$ cat config.mk
export PLATFORM = sky130hd
export DESIGN_NAME = sdpa_mul
export DESIGN_NICKNAME = d
export VERILOG_FILES = /design/src/hdl/sdpa_pkg.sv /design/src/hdl/sdpa_mul.sv
export SDC_FILE = /design/constraint.sdc
export NUM_CORES = 2
export LEC_CHECK = 0
export BUFFER_PORTS_ARGS = -buffer_cell sky130_fd_sc_hd__buf_2
export CAP_MARGIN = 20
export CORE_UTILIZATION = 35
export DETAILED_ROUTE_END_ITERATION = 10
export PLACE_DENSITY = 0.52
export SYNTH_ARGS = -nofsm -noshare
export SYNTH_HDL_FRONTEND = slang
export SYNTH_SLANG_ARGS = --single-unit
$ cat constraint.sdc
create_clock -name clk -period 14.6 [get_ports clk]
set_clock_uncertainty 0.05 [all_clocks]
set_input_delay 0.73 -clock clk [delete_from_list [all_inputs] [get_ports clk]]
set_output_delay 0.73 -clock clk [all_outputs]
set_load 0.05 [all_outputs]
$ cat src/hdl/sdpa_pkg.sv
// sdpa_pkg: shared types and constants for the attention row core
// beat structs, sequencer states, register indexes, status codes
// no dependencies
`timescale 1ns / 1ps
`default_nettype none
package sdpa_pkg;

  localparam int CFG_IDX_W  = 2;
  localparam int CFG_DATA_W = 16;

  localparam logic [CFG_IDX_W-1:0] REG_KEY_COUNT   = 2'd0;
  localparam logic [CFG_IDX_W-1:0] REG_HEAD_DIM    = 2'd1;
  localparam logic [CFG_IDX_W-1:0] REG_CAUSAL_MODE = 2'd2;
  localparam logic [CFG_IDX_W-1:0] REG_SCORE_SCALE = 2'd3;

  localparam logic [8:0]  KEY_COUNT_RST   = 9'd256;
  localparam logic [6:0]  HEAD_DIM_RST    = 7'd64;
  localparam logic        CAUSAL_MODE_RST = 1'b1;
  localparam logic [15:0] SCORE_SCALE_RST = 16'd8192;

  localparam logic REQ_STORE = 1'b0;
  localparam logic REQ_QUERY = 1'b1;

  localparam logic [1:0] STAT_OK     = 2'd0;
  localparam logic [1:0] STAT_MASKED = 2'd1;
  localparam logic [1:0] STAT_SAT    = 2'd2;

  // log2(e) in Q.16, ln(2) in Q.32
  localparam logic [31:0] LOG2E_Q16 = 32'd94548;
  localparam logic [31:0] LN2_Q32   = 32'd2977044472;

  // shared multiplier operand widths
  localparam int MUL_A_W = 40;
  localparam int MUL_B_W = 18;
  localparam int MUL_P_W = MUL_A_W + MUL_B_W;

  typedef struct packed {
    logic               req_type;
    logic [7:0]         key_slot;
    logic [5:0]         feature_index;
    logic signed [15:0] key_element;
    logic signed [15:0] value_element;
    logic [31:0]        key_position;
    logic signed [15:0] query_element;
    logic [31:0]        query_position;
    logic               last_feature;
  } in_item_t;

  typedef struct packed {
    logic signed [15:0] context_element;
    logic [5:0]         out_feature;
    logic [1:0]         status;
    logic               last_result;
  } out_item_t;

  typedef enum logic [3:0] {
    ST_IDLE,
    ST_SC_RD,
    ST_SC_CHK,
    ST_SC_DOT,
    ST_SC_MUL,
    ST_SC_RND,
    ST_SC_END,
    ST_WT_RD,
    ST_WT_CHK,
    ST_WT_IDX,
    ST_WT_TAB,
    ST_WT_W,
    ST_WT_DIV,
    ST_CT_RUN,
    ST_CT_OUT
  } state_t;

endpackage
`default_nettype wire

$ cat src/hdl/sdpa_mul.sv
// sdpa_mul: shared signed multiplier with registered product
// depends on sdpa_pkg for operand widths
`timescale 1ns / 1ps
`default_nettype none
module sdpa_mul (
  input  wire logic                                 clk,
  input  wire logic signed [sdpa_pkg::MUL_A_W-1:0]  a,
  input  wire logic signed [sdpa_pkg::MUL_B_W-1:0]  b,
  output      logic signed [sdpa_pkg::MUL_P_W-1:0]  p
);
  always_ff @(posedge clk) begin
    p <= sdpa_pkg::MUL_P_W'(a) * sdpa_pkg::MUL_P_W'(b);
  end
endmodule
`default_nettype wire

==> impl_table.tex <==
\begin{tabular}{lr}
\hline
Metric & Value \\
\hline
\multicolumn{2}{l}{\textbf{Die}} \\
Cell row count & 98 \\
Initial cell density of the core & 0.3558 \\
Horizontal die dimension & 272.5 µm \\
Die area & 0.07425 mm² \\
Core Footprint & 0.07198 mm² \\
Y dimension of the die & 272.5 µm \\
I/O pin count & 117 \\
\multicolumn{2}{l}{\textbf{Final layout}} \\
Growth of design area from synthesis to finish & 6.459\% \\
Final \#Nets & 3781 \\
Share of post-route cells with drive strength above 1 & 0.05328 \\
Register containing the most flip-flops in the final layout & p \\
Largest registers ranked by flip-flop count & p x58 \\
Largest register FFs & 58 \\
Fill cell total of the finished layout & 7440 \\
\multicolumn{2}{l}{\textbf{Run}} \\
Maximum Capacitance Violations & 0 \\
\multicolumn{2}{l}{\textbf{Worst setup path}} \\
CP startpoint kind & primary input \\
Cell breakdown of the critical path & buf\_2 -> nand2\_1 -> fa\_1 -> fa\_1 -> inv\_1 -> fa\_1 -> fa\_1 -> fa\_1 -> inv\_1 -> fa\_1 -> inv\_1 -> ha\_1 -> and3\_1 -> a31oi\_1 -> and4b\_1 -> nand3\_1 -> a31oi\_1 -> o21ai\_1 -> a21o\_1 -> a21boi\_1 -> xnor2\_1 \\
Kind of critical path & primary input to flop \\
Max FO, Critical Path & 40 \\
CP Data Required Time & 14.86 ns \\
Most repeated library cell on the critical path & fa\_1 \\
Worst path max stage delay & 0.79 ns \\
Endpoint arrival time on the critical path & 8.04 ns \\
Nature of the critical path endpoint & flop \\
Crit path max-delay cell type & buf\_2 \\
\multicolumn{2}{l}{\textbf{Routing}} \\
DR WL/cell & 18.89 µm \\
Post-detailed-routing wire length & 72.97 mm \\
Number of nets with antenna violations after routing & 0 \\
DRC violation total after the first TritonRoute iteration & 980 \\
Count of vias placed by the detailed router & 18.47k \\
First drt pass iteration count & 4 \\
Ratio of routed vias to standard cells & 4.782 \\
\# DRC & 0 \\
\multicolumn{2}{l}{\textbf{Yosys}} \\
Count of mapped cells out of synthesis & 2917 \\
Primary FF master, synth & dfxtp\_1 \\
Total number of yosys warnings & 0 \\
Adder-cell share of the synthesized area & 0.5993 \\
Average instance area after synthesis & 8.779 µm² \\
Yosys reg bits & 58 \\
Synth Net Count & 3794 \\
Share of the synthesized area in the top cell type & 0.5324 \\
Netlist area before placement & 0.02561 mm² \\
Simple logic cell fraction of the synthesized area & 0.1515 \\
Most instantiated library cell after synthesis & inv\_1 \\
Number of distinct library cells after synthesis & 50 \\
Cell type with the largest total area after synthesis & fa\_1 \\
Part of the Yosys area used for sequential elements & 0.04534 \\
Cells taking the most area after synthesis & fa\_1 53\%, inv\_1 12\%, nand2\_1 7.7\% \\
Multiplexer fraction of the synthesized cell area & 0 \\
Compound-gate portion of the synthesized area & 0.04490 \\
Parity-gate share of the synthesized area counting xor and xnor cells & 0.02018 \\
EDFF count, synth & 0 \\
Proportion of register bits with asynchronous set or reset after synthesis & 0 \\
Dominant combinational cell family by area after synthesis & adder cells \\
Leading cell types by count after synthesis & 790 x inv\_1, 681 x fa\_1, 524 x nand2\_1 \\
\multicolumn{2}{l}{\textbf{Timing}} \\
Number of failing setup endpoints in the final timing report & 0 \\
Final total negative setup slack & 0 ns \\
Actual transition at the worst max-transition pin & 1.089 ns \\
Peak Freq & 128.7 MHz \\
Unrepaired setup endpoints after global routing & false \\
Final count of pins violating max slew & 0 \\
Remaining max-slew budget at the tightest pin & 0.2737 \\
Clock period minus worst slack & 7.772 ns \\
Post-route fraction of the period consumed by the critical path & 0.5324 \\
Hold Fails Final Rpt & 0 \\
\multicolumn{2}{l}{\textbf{GRT}} \\
Via count of the first global-routing pass & 20.60k \\
Total gr overflow & 0 \\
Maximum number of pins on one net before global-route repair & 41 \\
Antenna violations before repair & 10 \\
Wire length of the first global-routing pass & 119.4 mm \\
All-layer global routing usage & 0.2113 \\
\multicolumn{2}{l}{\textbf{Clock network}} \\
Number of H-tree branching levels & 3 \\
Cell at the root of the clock tree & clkbuf\_16 \\
Post-CTS Resized & 0 \\
Clk sinks & 58 \\
TritonCTS Buffers & 9 \\
Number of setup buffers added after CTS & 0 \\
Maximum buffer depth of the clock tree & 2 \\
Post-cts hold buffer count & 0 \\
CTS tree & yes \\
Clock-pin slew of the registers on the worst-case setup and hold paths & 0.08 ns \\
\multicolumn{2}{l}{\textbf{Place}} \\
Placer Congestion & 0.8831 \\
Post-detail-place hpwl & 58.20 mm \\
Port Buffer Count & 116 \\
\multicolumn{2}{l}{\textbf{Run status}} \\
Status & finished clean \\
\multicolumn{2}{l}{\textbf{Hold path}} \\
Hold Path Stages & 2 \\
Class of the worst hold path & primary input to flop \\
\hline
\end{tabular}
-- worst max-delay path: cells and delay by family --
family | cells | cell delay (ns)
and+or+nand+nor | 4 | 1.08
AOI/OAI and AO/OA | 5 | 1.76
adders and majority gates | 7 | 3.34
buffers and inverters | 4 | 0.93
xor gates and xnor gates | 1 | 0.14
-- cell type report --
class | instances | area [µm²] | share of cell area
well taps | 950 | 1189 | 0.04360
clock buffers | 9 | 225.2 | 0.008261
diodes | 3 | 7.507 | 0.0002754
flip-flops and latches | 58 | 1161 | 0.04259
multi-input cells | 1913 | 20890 | 0.7663
inverters | 791 | 2969 | 0.1089
clock inverters | 7 | 125.1 | 0.004589
repair buffers | 131 | 693.2 | 0.02543
-- cell families after synthesis --
family,after synthesis
buffers and inverters,946
flip-flops,58
adder cells (fa/ha/maj),818
AO/OA/AOI/OAI,177
XOR/XNOR,59
AND/OR/NAND/NOR,859
-- path summary, 6_finish.rpt --
check,from,to,slack (ns)
min,a[0],p[0],0.78
max,b[15],p[52],6.83
-- per-stage QoR --
| stage | worst slack (ns) | utilization | hold WS, ns | area [µm²] | cells |
|---|---|---|---|---|---|
| global route | 6.544 | 0.3787 | 0.8012 | 27260 | 3860 |
| global placement | 6.429 | 0.3738 | 1.148 | 26900 | 3843 |
| CTS | 6.836 | 0.3787 | 0.7680 | 27250 | 3859 |
| floorplan | 7.937 | - | 0.8017 | 25610 | 2917 |
| finish | 6.828 | 0.3788 | 0.7761 | 27260 | 3862 |
| detailed placement | 6.410 | 0.3738 | 1.147 | 26900 | 3843 |
-- routing by layer --
layer  up-vias  wire [µm]  GRT usage
li1       8235          -          -
met1      9770      32460     0.2852
met2       386      35470     0.3585
met3        67       3606    0.03181
met4        12       1354    0.04509
met5         -         78          0
-- placed cells by master (no fill, tap or decap), types with 25 or more instances in the layout --
master   netlist  final
a21o_1        27     27
a21oi_1       57     57
and2_1       202    202
buf_2          3    116
dfxtp_1       58     58
fa_1         681    681
ha_1         137    137
inv_1        790    790
nand2_1      524    524
nor2_1        63     63
o21ai_0       25     25
xnor2_1       39     39
Power is not shown: default switching activity piles up to over one toggle a cycle in this logic, so the estimate is an artifact.
