<file path="config.mk">
export PLATFORM = sky130hd
export DESIGN_NAME = sdpa_div
export DESIGN_NICKNAME = d
export VERILOG_FILES = /design/src/hdl/sdpa_div.sv
export SDC_FILE = /design/constraint.sdc
export NUM_CORES = 1
export LEC_CHECK = 0
export BUFFER_PORTS_ARGS = -buffer_cell sky130_fd_sc_hd__buf_4
export CAP_MARGIN = 25
export CORE_ASPECT_RATIO = 0.75
export CORE_MARGIN = 4
export CORE_UTILIZATION = 32
export CTS_BUF_LIST = sky130_fd_sc_hd__clkbuf_4
export DETAILED_ROUTE_END_ITERATION = 8
export GPL_TIMING_DRIVEN = 1
export SYNTH_ARGS = -nofsm -noshare
export SYNTH_HDL_FRONTEND = slang
export SYNTH_SLANG_ARGS = --single-unit
</file>
<file path="constraint.sdc">
create_clock -name clk -period 6.75 [get_ports clk]
set_input_delay 0 -clock clk [delete_from_list [all_inputs] [get_ports clk]]
set_output_delay 0 -clock clk [all_outputs]
set_load 0.02 [all_outputs]
</file>
<file path="src/hdl/sdpa_div.sv">
// sdpa_div: restoring unsigned divider, one quotient bit per cycle
// quotient must fit Q_W bits; no package dependencies
`timescale 1ns / 1ps
`default_nettype none
module sdpa_div #(
  parameter int NUM_W = 34,
  parameter int DEN_W = 26,
  parameter int Q_W   = 18
) (
  input  wire logic             clk,
  input  wire logic             rst,
  input  wire logic             start,
  input  wire logic [NUM_W-1:0] num,
  input  wire logic [DEN_W-1:0] den,
  output      logic             done,
  output      logic [Q_W-1:0]   quot
);
  localparam int CW = (NUM_W > DEN_W + Q_W) ? NUM_W : DEN_W + Q_W;
  localparam int SW = (Q_W > 1) ? $clog2(Q_W) : 1;

  logic          busy;
  logic [CW-1:0] rem;
  logic [CW-1:0] dsh;
  logic [SW-1:0] cnt;

  always_ff @(posedge clk) begin
    if (rst) begin
      busy <= 1'b0;
      done <= 1'b0;
    end else begin
      done <= 1'b0;
      if (start) begin
        busy <= 1'b1;
      end else if (busy && cnt == '0) begin
        busy <= 1'b0;
        done <= 1'b1;
      end
    end
  end

  always_ff @(posedge clk) begin
    if (start) begin
      rem  <= CW'(num);
      dsh  <= CW'(den) << (Q_W - 1);
      quot <= '0;
      cnt  <= SW'(Q_W - 1);
    end else if (busy) begin
      if (rem >= dsh) begin
        rem       <= rem - dsh;
        quot[cnt] <= 1'b1;
      end
      dsh <= dsh >> 1;
      if (cnt != '0) begin
        cnt <= cnt - SW'(1);
      end
    end
  end
endmodule
`default_nettype wire

</file>
==> results.md, run 1 <==
- Initial antenna violation count: 1
- Syn Nets: between 800 and 900
- Synth Cell Area: roughly 7000 sq um
- Outcome: completed
- CP arrival: approximately 3500 ps
- Layout net count: between 1000 and 1500
- Crit-path max FO: 34
- Vias: ~6100
- Skew-Pair Late Insertion Delay: between 500 and 600 ps
- Cells after Synth: about 800
- Setup repair bufs after CTS: 0
- Unrepaired setup endpoints after global routing: no
- P per Cell Area: about 210 nW/um^2
- Hold path cells: 3
- Syn avg cell area: roughly 9 sq um
- Cell Chain, Critical Path: inv_1, ha_1, fa_1, nor2b_1, o31ai_2, a21oi_1, o31ai_1, a41o_1, a21oi_2, nor2_1, clkinv_1, buf_4
- Total length of routed wires: approximately 18 mm
- Post-synthesis to final-layout area growth: 23.2%
- Avg Vias per Cell: 5.11
- Ranking of synthesized cells by area: edfxtp_1 (26%), dfxtp_1 (15%), ha_1 (8.4%), o21ai_0 (3.9%), nor2_1 (3.8%)
- Core Region: ~21000 sq um
- Final setup fails: 0
- Max-cap check violation count: 0
- Max Slew Vio Count: 0
- Max Clock Freq: about 300 MHz
- Final Hold Viols: 0
- Slowest cell on the critical path: buf_4
- DRC viols: 0
- GPL Wtd Cong: between 0.8 and 0.9
- Wire per inst: ~15 um
- Cts bufs inserted: 9
- Worst setup SP type: flop
- Kind of critical path: flop to flop
- Setup tns final: 0 ps
- Least-Margin Pin Slew: about 750 ps
- # rows: 46
- Commonest cells after routing, fill and taps aside: buf_4 (84), nor2_1 (71), nand2_1 (70)
- PortBufs: 81
- Total gr overflow: 0
- Leakage: between 0.003 and 0.004 uW
- Router iterations before antenna repair: 5
- Largest net degree at the start of global routing: 76
- Clk slew on worst S/H paths: 200 ps
- Antenna viol nets, final: 0
- YS warnings: 0
- Commonest non-fill, non-tap cell in the layout: buf_4
- Starting Density: 0.329
- Slew HR: 0.496
- Sink Count: approximately 110
- Final min period: roughly 3400 ps
- Chip Height: between 100 and 150 um
- Reg2Reg Depth: 12
- Yosys cell types: between 60 and 70
- Post-DP HPWL: between 10 and 15 mm
- Post-synth EDFFs: 60
- Seq/Total Area, Yosys: 0.406
- CTS tree: yes
- CP Data Required Time: between 6000 and 7000 ps
- Total GRT Usage: 0.150
- Total Power Consumption: roughly 1800 uW
- Root Driver: clkbuf_4
- Max incr delay on CP: ~430 ps
- VDD IR-drop max: between 0.1 and 0.15 mV
- Die W: 179 um
- Post-synth ARST share: 0
- DRT iter0 DRCs: ~380
- First-pass GRT wire length: roughly 30 mm
- Area leader, netlist: edfxtp_1
- Layout cell share with drive strength beyond 1: 0.129
- Total die area: 24300 sq um
- Clock Skews: 38.3 ps
- Io pins: 82
- Hold Path Class: primary input to flop
- Flops & latches, synth: between 100 and 150
- Fin crit share: 0.498
- CP Capture Type: flop
- Clock Path Buffers: 2
- Max H-tree Level: 3
- Area fraction of the dominant cell type after synthesis: 0.257
- Post-synth top flop: edfxtp_1
- Vias in the first global route: a little under 6000
[worst max-delay path: cells and delay by family (launching register included)]
family / cells / cell delay (ps)
buffers and inverters: 3 / 560
AO/OA/AOI/OAI: 5 / 1080
adder cells (fa/ha/maj): 2 / 630
flip-flops: 1 / 360
AND/OR/NAND/NOR: 2 / 350
[metal layers]
| metal | part of all wire | track usage | up-vias | wire [um] |
|---|---|---|---|---|
| li1 | - | - | 3073 | - |
| met1 | 0.54 | 0.230 | 2889 | 9760 |
| met2 | 0.41 | 0.218 | 113 | 7410 |
| met3 | 0.042 | 0.0334 | 9 | 758 |
| met4 | 0.0063 | 0.0222 | 0 | 113 |
| met5 | 0 | 0 | - | 0 |
[layout make-up]
type                    count  area [sq um]
multi-input cells         571          3780
clock buffers               9          67.6
fillers                  2137         12700
flip-flops and latches    112          2840
diodes                      1          2.50
inverters                  54           203
well taps                 288           360
repair buffers            148          1280
clock inverters             7          88.8
[sequential cells by signal, indices dropped and copies added (netlist names)]
signal,count
done,1
cnt,5
rem,44
quot,18
busy,1
dsh,43
[cell families after synthesis]
| kind of cell | after synthesis | share of synthesized area |
|---|---|---|
| AND/OR/NAND/NOR | 244 | 0.166 |
| AO/OA/AOI/OAI | 228 | 0.219 |
| flip-flops | 112 | 0.406 |
| buffers and inverters | 97 | 0.0542 |
| adder cells (fa/ha/maj) | 48 | 0.0869 |
| XOR/XNOR | 30 | 0.0375 |
| multiplexers | 21 | 0.0304 |
[metrics by stage]
stage | hold WS, ps | util | instances | setup WS (ps) | area, sq um
CTS | 146 | 0.405 | 1189 | 3380 | 8620
detailed placement | 177 | 0.368 | 1111 | 3450 | 7850
global route | 149 | 0.405 | 1190 | 3160 | 8620
global placement | 176 | 0.367 | 1109 | 2770 | 7820
floorplan | 69.1 | - | 780 | 3580 | 7000
finish | 189 | 0.405 | 1190 | 3390 | 8620
[power by group]
part	leakage [uW]	internal [uW]	switching, uW
combinational	0.00239	266	362
clock	0.0000799	120	250
sequential	0.00103	783	21.7
[Yosys cell counts (all sizes together) (17+ instances only)]
master,count
a21oi,52
a22o,26
a31oi,24
clkbuf,29
dfxtp,52
edfxtp,60
ha,47
inv,53
mux2i,19
nand2,70
nand3,17
nor2,72
o21ai,55
[repair_timing]
action                                 4_1_cts  5_1_grt
hold buffers                                62        0
endpoints found under the hold margin       76        0
gates resized for setup                      0        0
[path summary, 6_finish.rpt]
kind / end / slack, ps / start
worst min-delay path: busy$_SDFFE_PP0P_ / 190 / rst
worst min register to register: rem[34]$_SDFFE_PP0P_ / 470 / rem[34]$_SDFFE_PP0P_
worst max-delay path: rem[27]$_DFFE_PP_ / 3390 / rem[0]$_DFFE_PP_
worst max register to register: rem[27]$_DFFE_PP_ / 3390 / rem[0]$_DFFE_PP_
(Power assumes the default switching activity.)
==> inputs of run 2 (changes only) <==
clock period = 2.8 ns   (was 6.75 ns; I/O delays follow)
==> run 2 against run 1 <==
Worst hold slack gained 27 ps; routed wire length grew 7.1%; core utilization grew 3.4 points; highest routed layer unchanged.
==> results.md, run 2 (synthesis results as in run 1) <==
- DRC viols: 0 (unchanged)
- Kind of critical path: flop to flop
- CP arrival: 3110 ps (-390 ps)
- Clock Path Buffers: 2 (unchanged)
- Max incr delay on CP: 370 ps (-60 ps)
- Crit-path max FO: 4 (-88%)
- Router iterations before antenna repair: 5 (unchanged)
- Max FFs per register: 44 (unchanged)
- RR Endpoint: rem[43]$_SDFFE_PP0P_
- Slowest cell on the critical path: edfxtp_1
- Total Power Consumption: 4590 uW (+150%)
- VDD IR-drop max: 0.307 mV (+200%)
- Setup tns final: 0 ps (unchanged)
- DRT iter0 DRCs: 443 (+16%)
- Max-cap check violation count: 0 (unchanged)
- Die W: 179 um (unchanged)
- Layout cell share with drive strength beyond 1: 0.232 (+0.103)
- Least-Margin Pin Slew: 810 ps (+60.5 ps)
- CP top delay family: compound AO/OA/AOI/OAI gates
- Antenna viol nets, final: 0 (unchanged)
- Final Hold Slack: 215 ps (+26.5 ps)
- CTS tree: yes
- Commonest non-fill, non-tap cell in the layout: buf_4
- Cell Chain, Critical Path: inv_1, ha_1, nand4_1, buf_4, buf_4, a21oi_1, o31ai_2, a41o_2, a21o_1, a2111oi_4, mux2_4
- Critical Path End: rem[43]$_SDFFE_PP0P_
- Fill cells: 2123 (-0.66%)
- Clock Skews: 18.1 ps (-20.2 ps)
- Post-synthesis to final-layout area growth: 33.5%
- Sink Count: 112 (unchanged)
- Hold Path Class: primary input to flop
- Max Slew Vio Count: 0 (unchanged)
- Worst setup SP type: flop
- Antenna cells: 0 (-1)
- Critical R2R Launch: dsh[18]$_DFFE_PP_
- # rows: 46 (unchanged)
- Post-Place Worst Slack: -64.1 ps (-3520 ps)
- Commonest cells after routing, fill and taps aside: buf_4 (139), nand2_1 (70), nor2_1 (69)
- Total length of routed wires: 19.3 mm (+7.1%)
- CP Capture Type: flop
- Top reg by flops: rem
- PortBufs: 81 (unchanged)
- Fin crit share: 0.969 (+0.471)
- Outcome: completed
- Skew-Pair Late Insertion Delay: 490 ps (-20 ps)
- Vias: 6330 (+4.0%)
- Clk slew on worst S/H paths: 170 ps (-30 ps)
- P per Cell Area: 491 nW/um^2 (+140%)
- Core Region: 21300 sq um (unchanged)
- Worst Path Buf+Inv: 3 (unchanged)
- Leakage: 0.00380 uW (+8.6%)
- First-pass GRT wire length: 31.1 mm (+4.9%)
- Unrepaired setup endpoints after global routing: yes
- Total die area: 24300 sq um (unchanged)
- Post-DP HPWL: 14.1 mm (+8.5%)
- Chip Height: 136 um (unchanged)
- Avg Vias per Cell: 5.08 (-0.55%)
- Starting Density: 0.329 (unchanged)
- Max Clock Freq: 369 MHz (+24%)
- Final min period: 2710 ps (-646 ps)
- GPL Wtd Cong: 0.876 (-0.47%)
- Final Hold Viols: 0 (unchanged)
- Layout net count: 1063 (+5.6%)
- Cts bufs inserted: 9 (unchanged)
- Wire per inst: 15.5 um (+2.3%)
- Final setup fails: 0 (unchanged)
- Total gr overflow: 0 (unchanged)
- Initial antenna violation count: 0 (-1)
- Max H-tree Level: 3 (unchanged)
- Reg2Reg Depth: 11 (-1)
- Post-route setup slack: 87.7 ps (-3300 ps)
- Slew HR: 0.456 (-0.0407)
- CP most frequent cell: buf_4
- CP Launch Point: dsh[18]$_DFFE_PP_
- Largest registers: rem (44), dsh (43), quot (18)
- Total GRT Usage: 0.158 (+0.00895)
- Io pins: 82 (unchanged)
- HP Start: rst
- Vias in the first global route: 5997 (+2.9%)
- Largest net degree at the start of global routing: 74 (-2.6%)
- CP Data Required Time: 3200 ps (-3690 ps)
- Root Driver: clkbuf_4
- Critical path depth in cells: 11 (-1)
- FF-to-FF setup slack: 90 ps (-3300 ps)
run 2: power by group:
group	total [uW]	switching, uW	internal (uW)	leakage, uW
logic	1830	976	854	0.00269
registers	1950	65.7	1890	0.00103
clock network	807	543	263	0.0000668
total	4590	1580	3010	0.00380
run 2: worst register-to-register path: stages, from the launching register on:
cell	delay, ps
edfxtp_1	370
inv_1	70
ha_1	350
nand4_1	180
buf_4	180
buf_4	120
a21oi_1	140
o31ai_2	100
a41o_2	270
a21o_1	230
a2111oi_4	290
mux2_4	330
run 2: timing repair:
action	CTS	global route
endpoints found under the setup margin	6	72
hold endpoints to repair	66	0
hold buffers	62	0
setup buffers	0	5
resized for setup	9	47
pin swaps	2	13
run 2: stage by stage:
step | utilization | instance area (sq um) | std cells
after floorplan | - | 7070 | 780
after global placement | 0.390 | 8300 | 1162
after detailed placement | 0.390 | 8300 | 1162
after CTS | 0.427 | 9090 | 1240
after global routing | 0.439 | 9340 | 1245
final | 0.439 | 9340 | 1245
run 2: worst min path at each step:
stage,to,cells after the start
2_1_floorplan,busy$_SDFFE_PP0P_,1
5_1_grt,done$_SDFF_PP0_,3
3_5_place_dp,busy$_SDFFE_PP0P_,2
6_report,busy$_SDFFE_PP0P_,3
3_3_place_gp,busy$_SDFFE_PP0P_,2
4_1_cts,busy$_SDFFE_PP0P_,3
run 2: layout make-up:
cell class / count / area, sq um / share of cell area
Timing Repair Buffer: 204 / 1720 / 0.184
Sequential cell: 112 / 2850 / 0.306
Clock inverter: 7 / 62.6 / 0.00670
Clock buffer: 9 / 67.6 / 0.00723
Multi-Input combinational cell: 571 / 4070 / 0.436
Tap cell: 288 / 360 / 0.0386
Inverter: 54 / 206 / 0.0221
run 2: layer usage:
metal	wire length, um	track usage	vias up
met5	0	0	-
met4	138	0.0281	0
met3	873	0.0289	10
met2	8110	0.228	140
met1	10200	0.247	2995
li1	-	-	3185
==> inputs of run 3 (changes only) <==
CORE_UTILIZATION = 47   (was 32)
PLACE_DENSITY = 0.69   (was unset)
==> run 3 against run 2 <==
Non-clock buffer count down 1; cell count down 7.1%; sequential power about the same; sequential cell count unchanged; critical path type unchanged.
==> results.md, run 3 (synthesis results as in run 1) <==
- Outcome: completed
- Largest net degree at the start of global routing: 62 (-16%)
- Internal power: 2970 uW (-1.1%)
- Fill cells: 1257 (-41%)
- Commonest non-fill, non-tap cell in the layout: buf_4
- Total length of routed wires: 19.5 mm (+0.90%)
- Final Hold Viols: 0 (unchanged)
- Total die area: 16900 sq um (-30%)
- Unrepaired setup endpoints after global routing: yes
- Router iterations before antenna repair: 5 (unchanged)
- CP Launch Point: rem[13]$_DFFE_PP_
- Worst setup SP type: flop
- Core Region: 14500 sq um (-32%)
- First-pass GRT wire length: 31.3 mm (+0.47%)
- Cts bufs inserted: 9 (unchanged)
- Initial antenna violation count: 0 (unchanged)
- Top reg by flops: rem
- Least-Margin Pin Slew: 794 ps (-15.9 ps)
- Root Driver: clkbuf_4
- Post-DP HPWL: 14.0 mm (-0.73%)
- Sink Count: 112 (unchanged)
- GPL Wtd Cong: 0.934 (+6.6%)
- Total GRT Usage: 0.227 (+0.0686)
- Hold Path Class: primary input to flop
- Max-cap check violation count: 0 (unchanged)
- HP Start: rst
- Commonest cells after routing, fill and taps aside: buf_4 (138), nand2_1 (70), nor2_1 (68)
- Vias: 6494 (+2.6%)
- Max Slew Vio Count: 0 (unchanged)
- Crit-path max FO: 5 (+1)
- Antenna viol nets, final: 0 (unchanged)
- Chip Height: 114 um (-16%)
- CP Data Required Time: 3210 ps (about the same)
- Avg Vias per Cell: 5.62 (+10%)
- Leakage: 0.00380 uW (about the same)
- Io pins: 82 (unchanged)
- DRT iter0 DRCs: 552 (+25%)
- PortBufs: 81 (unchanged)
- CTS tree: yes
- P per Cell Area: 501 nW/um^2 (+2.0%)
- CP Capture Type: flop
- Skew-Pair Late Insertion Delay: 510 ps (+20 ps)
- Critical R2R Launch: rem[13]$_DFFE_PP_
- Comb power frac: 0.403 (+0.004)
- Clock Skews: 25.3 ps (+7.22 ps)
- Vias in the first global route: 6339 (+5.7%)
- # rows: 38 (-17%)
- Max H-tree Level: 3 (unchanged)
- Cell Chain, Critical Path: ha_4, buf_4, a21oi_4, o21ai_0, o31ai_2, a41o_1, buf_4, nor2_2, or3_1, a32o_1
- Fin crit share: 0.981 (+0.0122)
- Post-route setup slack: 53.5 ps (-34.2 ps)
- Die W: 149 um (-17%)
- Sw Share: 0.354 (+0.00917)
- Final min period: 2750 ps (+34.2 ps)
- CP top delay family: compound AO/OA/AOI/OAI gates
- Antenna cells: 0 (unchanged)
- Final setup fails: 0 (unchanged)
- Post-Place Worst Slack: -97.0 ps (-32.9 ps)
- Post-synthesis to final-layout area growth: 31.3%
- CP arrival: 3150 ps (+40 ps)
- Max incr delay on CP: 470 ps (+100 ps)
- Clk pwr share: 0.174 (-0.002)
- Worst Path Buf+Inv: 2 (-1)
- Largest registers: rem (44), dsh (43), quot (18)
- Starting Density: 0.481 (+0.152)
- Total gr overflow: 0 (unchanged)
- Clock Path Buffers: 2 (unchanged)
- Max FFs per register: 44 (unchanged)
- DRC viols: 0 (unchanged)
- Slew HR: 0.466 (+0.0107)
- Slowest cell on the critical path: edfxtp_1
- VDD IR-drop max: 0.228 mV (-26%)
- P_sw: 1630 uW (+3.0%)
- Sequential fraction of design power: 0.423 (-0.003)
- Wire per inst: 16.9 um (+8.7%)
- Kind of critical path: flop to flop
- Max Clock Freq: 364 MHz (-1.2%)
- Layout cell share with drive strength beyond 1: 0.234 (+0.00233)
- Clk slew on worst S/H paths: 190 ps (+20 ps)
- Layout net count: 1062 (-0.094%)
- CP most frequent cell: buf_4
- Layout Utilization: 0.631 (+0.193)
run 3: final timing paths:
path	slack, ps	cells past startpoint	to
worst max-delay path	50	10	rem[36]$_SDFFE_PP0P_
worst min-delay path	210	3	busy$_SDFFE_PP0P_
worst max register to register	50	10	rem[36]$_SDFFE_PP0P_
worst min register to register	480	2	rem[34]$_SDFFE_PP0P_
run 3: cell type report:
class	instances	area, sq um	share of cell area
multi-input combinational	571	4050	0.440
sequential	112	2850	0.311
timing repair buffer	203	1700	0.185
tap	200	250	0.0272
inverter	54	206	0.0225
clock buffer	11	82.6	0.00899
clock inverter	5	48.8	0.00531
run 3: power by group through the flow:
stage | sequential [uW] | combinational (uW) | clock [uW]
2_1_floorplan | 1960 | 1100 | 0
3_3_place_gp | 1980 | 1610 | 0
3_5_place_dp | 1980 | 1640 | 0
4_1_cts | 1950 | 1750 | 837
5_1_grt | 1960 | 2030 | 899
6_report | 1950 | 1860 | 800
run 3: metal layers:
| layer | vias to the layer above | wire length (um) | GRT usage |
|---|---|---|---|
| met5 | - | 0 | 0 |
| met4 | 0 | 241 | 0.0524 |
| met3 | 23 | 987 | 0.0409 |
| met2 | 207 | 9150 | 0.370 |
| met1 | 3088 | 9110 | 0.317 |
| li1 | 3176 | - | - |
run 3: what timing repair did:
| action | in CTS | in global routing |
|---|---|---|
| buffers inserted | 4 | 5 |
| hold buffers | 62 | 0 |
| gates resized for setup | 8 | 51 |
| setup endpoints to repair | 44 | 71 |
| pin swaps | 4 | 13 |
| hold endpoints to repair | 73 | 0 |
run 3: metrics by stage:
step / instance area, sq um / total power [uW] / instances / hold WS (ps) / setup TNS, ps
after floorplan: 7070 / 3060 / 780 / 69.1 / -870
after global placement: 8140 / 3580 / 1069 / 174 / 0
after detailed placement: 8140 / 3620 / 1069 / 173 / -841
after CTS: 8950 / 4540 / 1151 / 150 / -3.34
after global routing: 9190 / 4890 / 1156 / 169 / -92.8
final: 9190 / 4610 / 1156 / 206 / 0
run 3: worst min-delay path, delay by kind of cell:
kind / cells / cell delay, ps
AOI/OAI and AO/OA: 1 / 30
buffers and inverters: 2 / 660
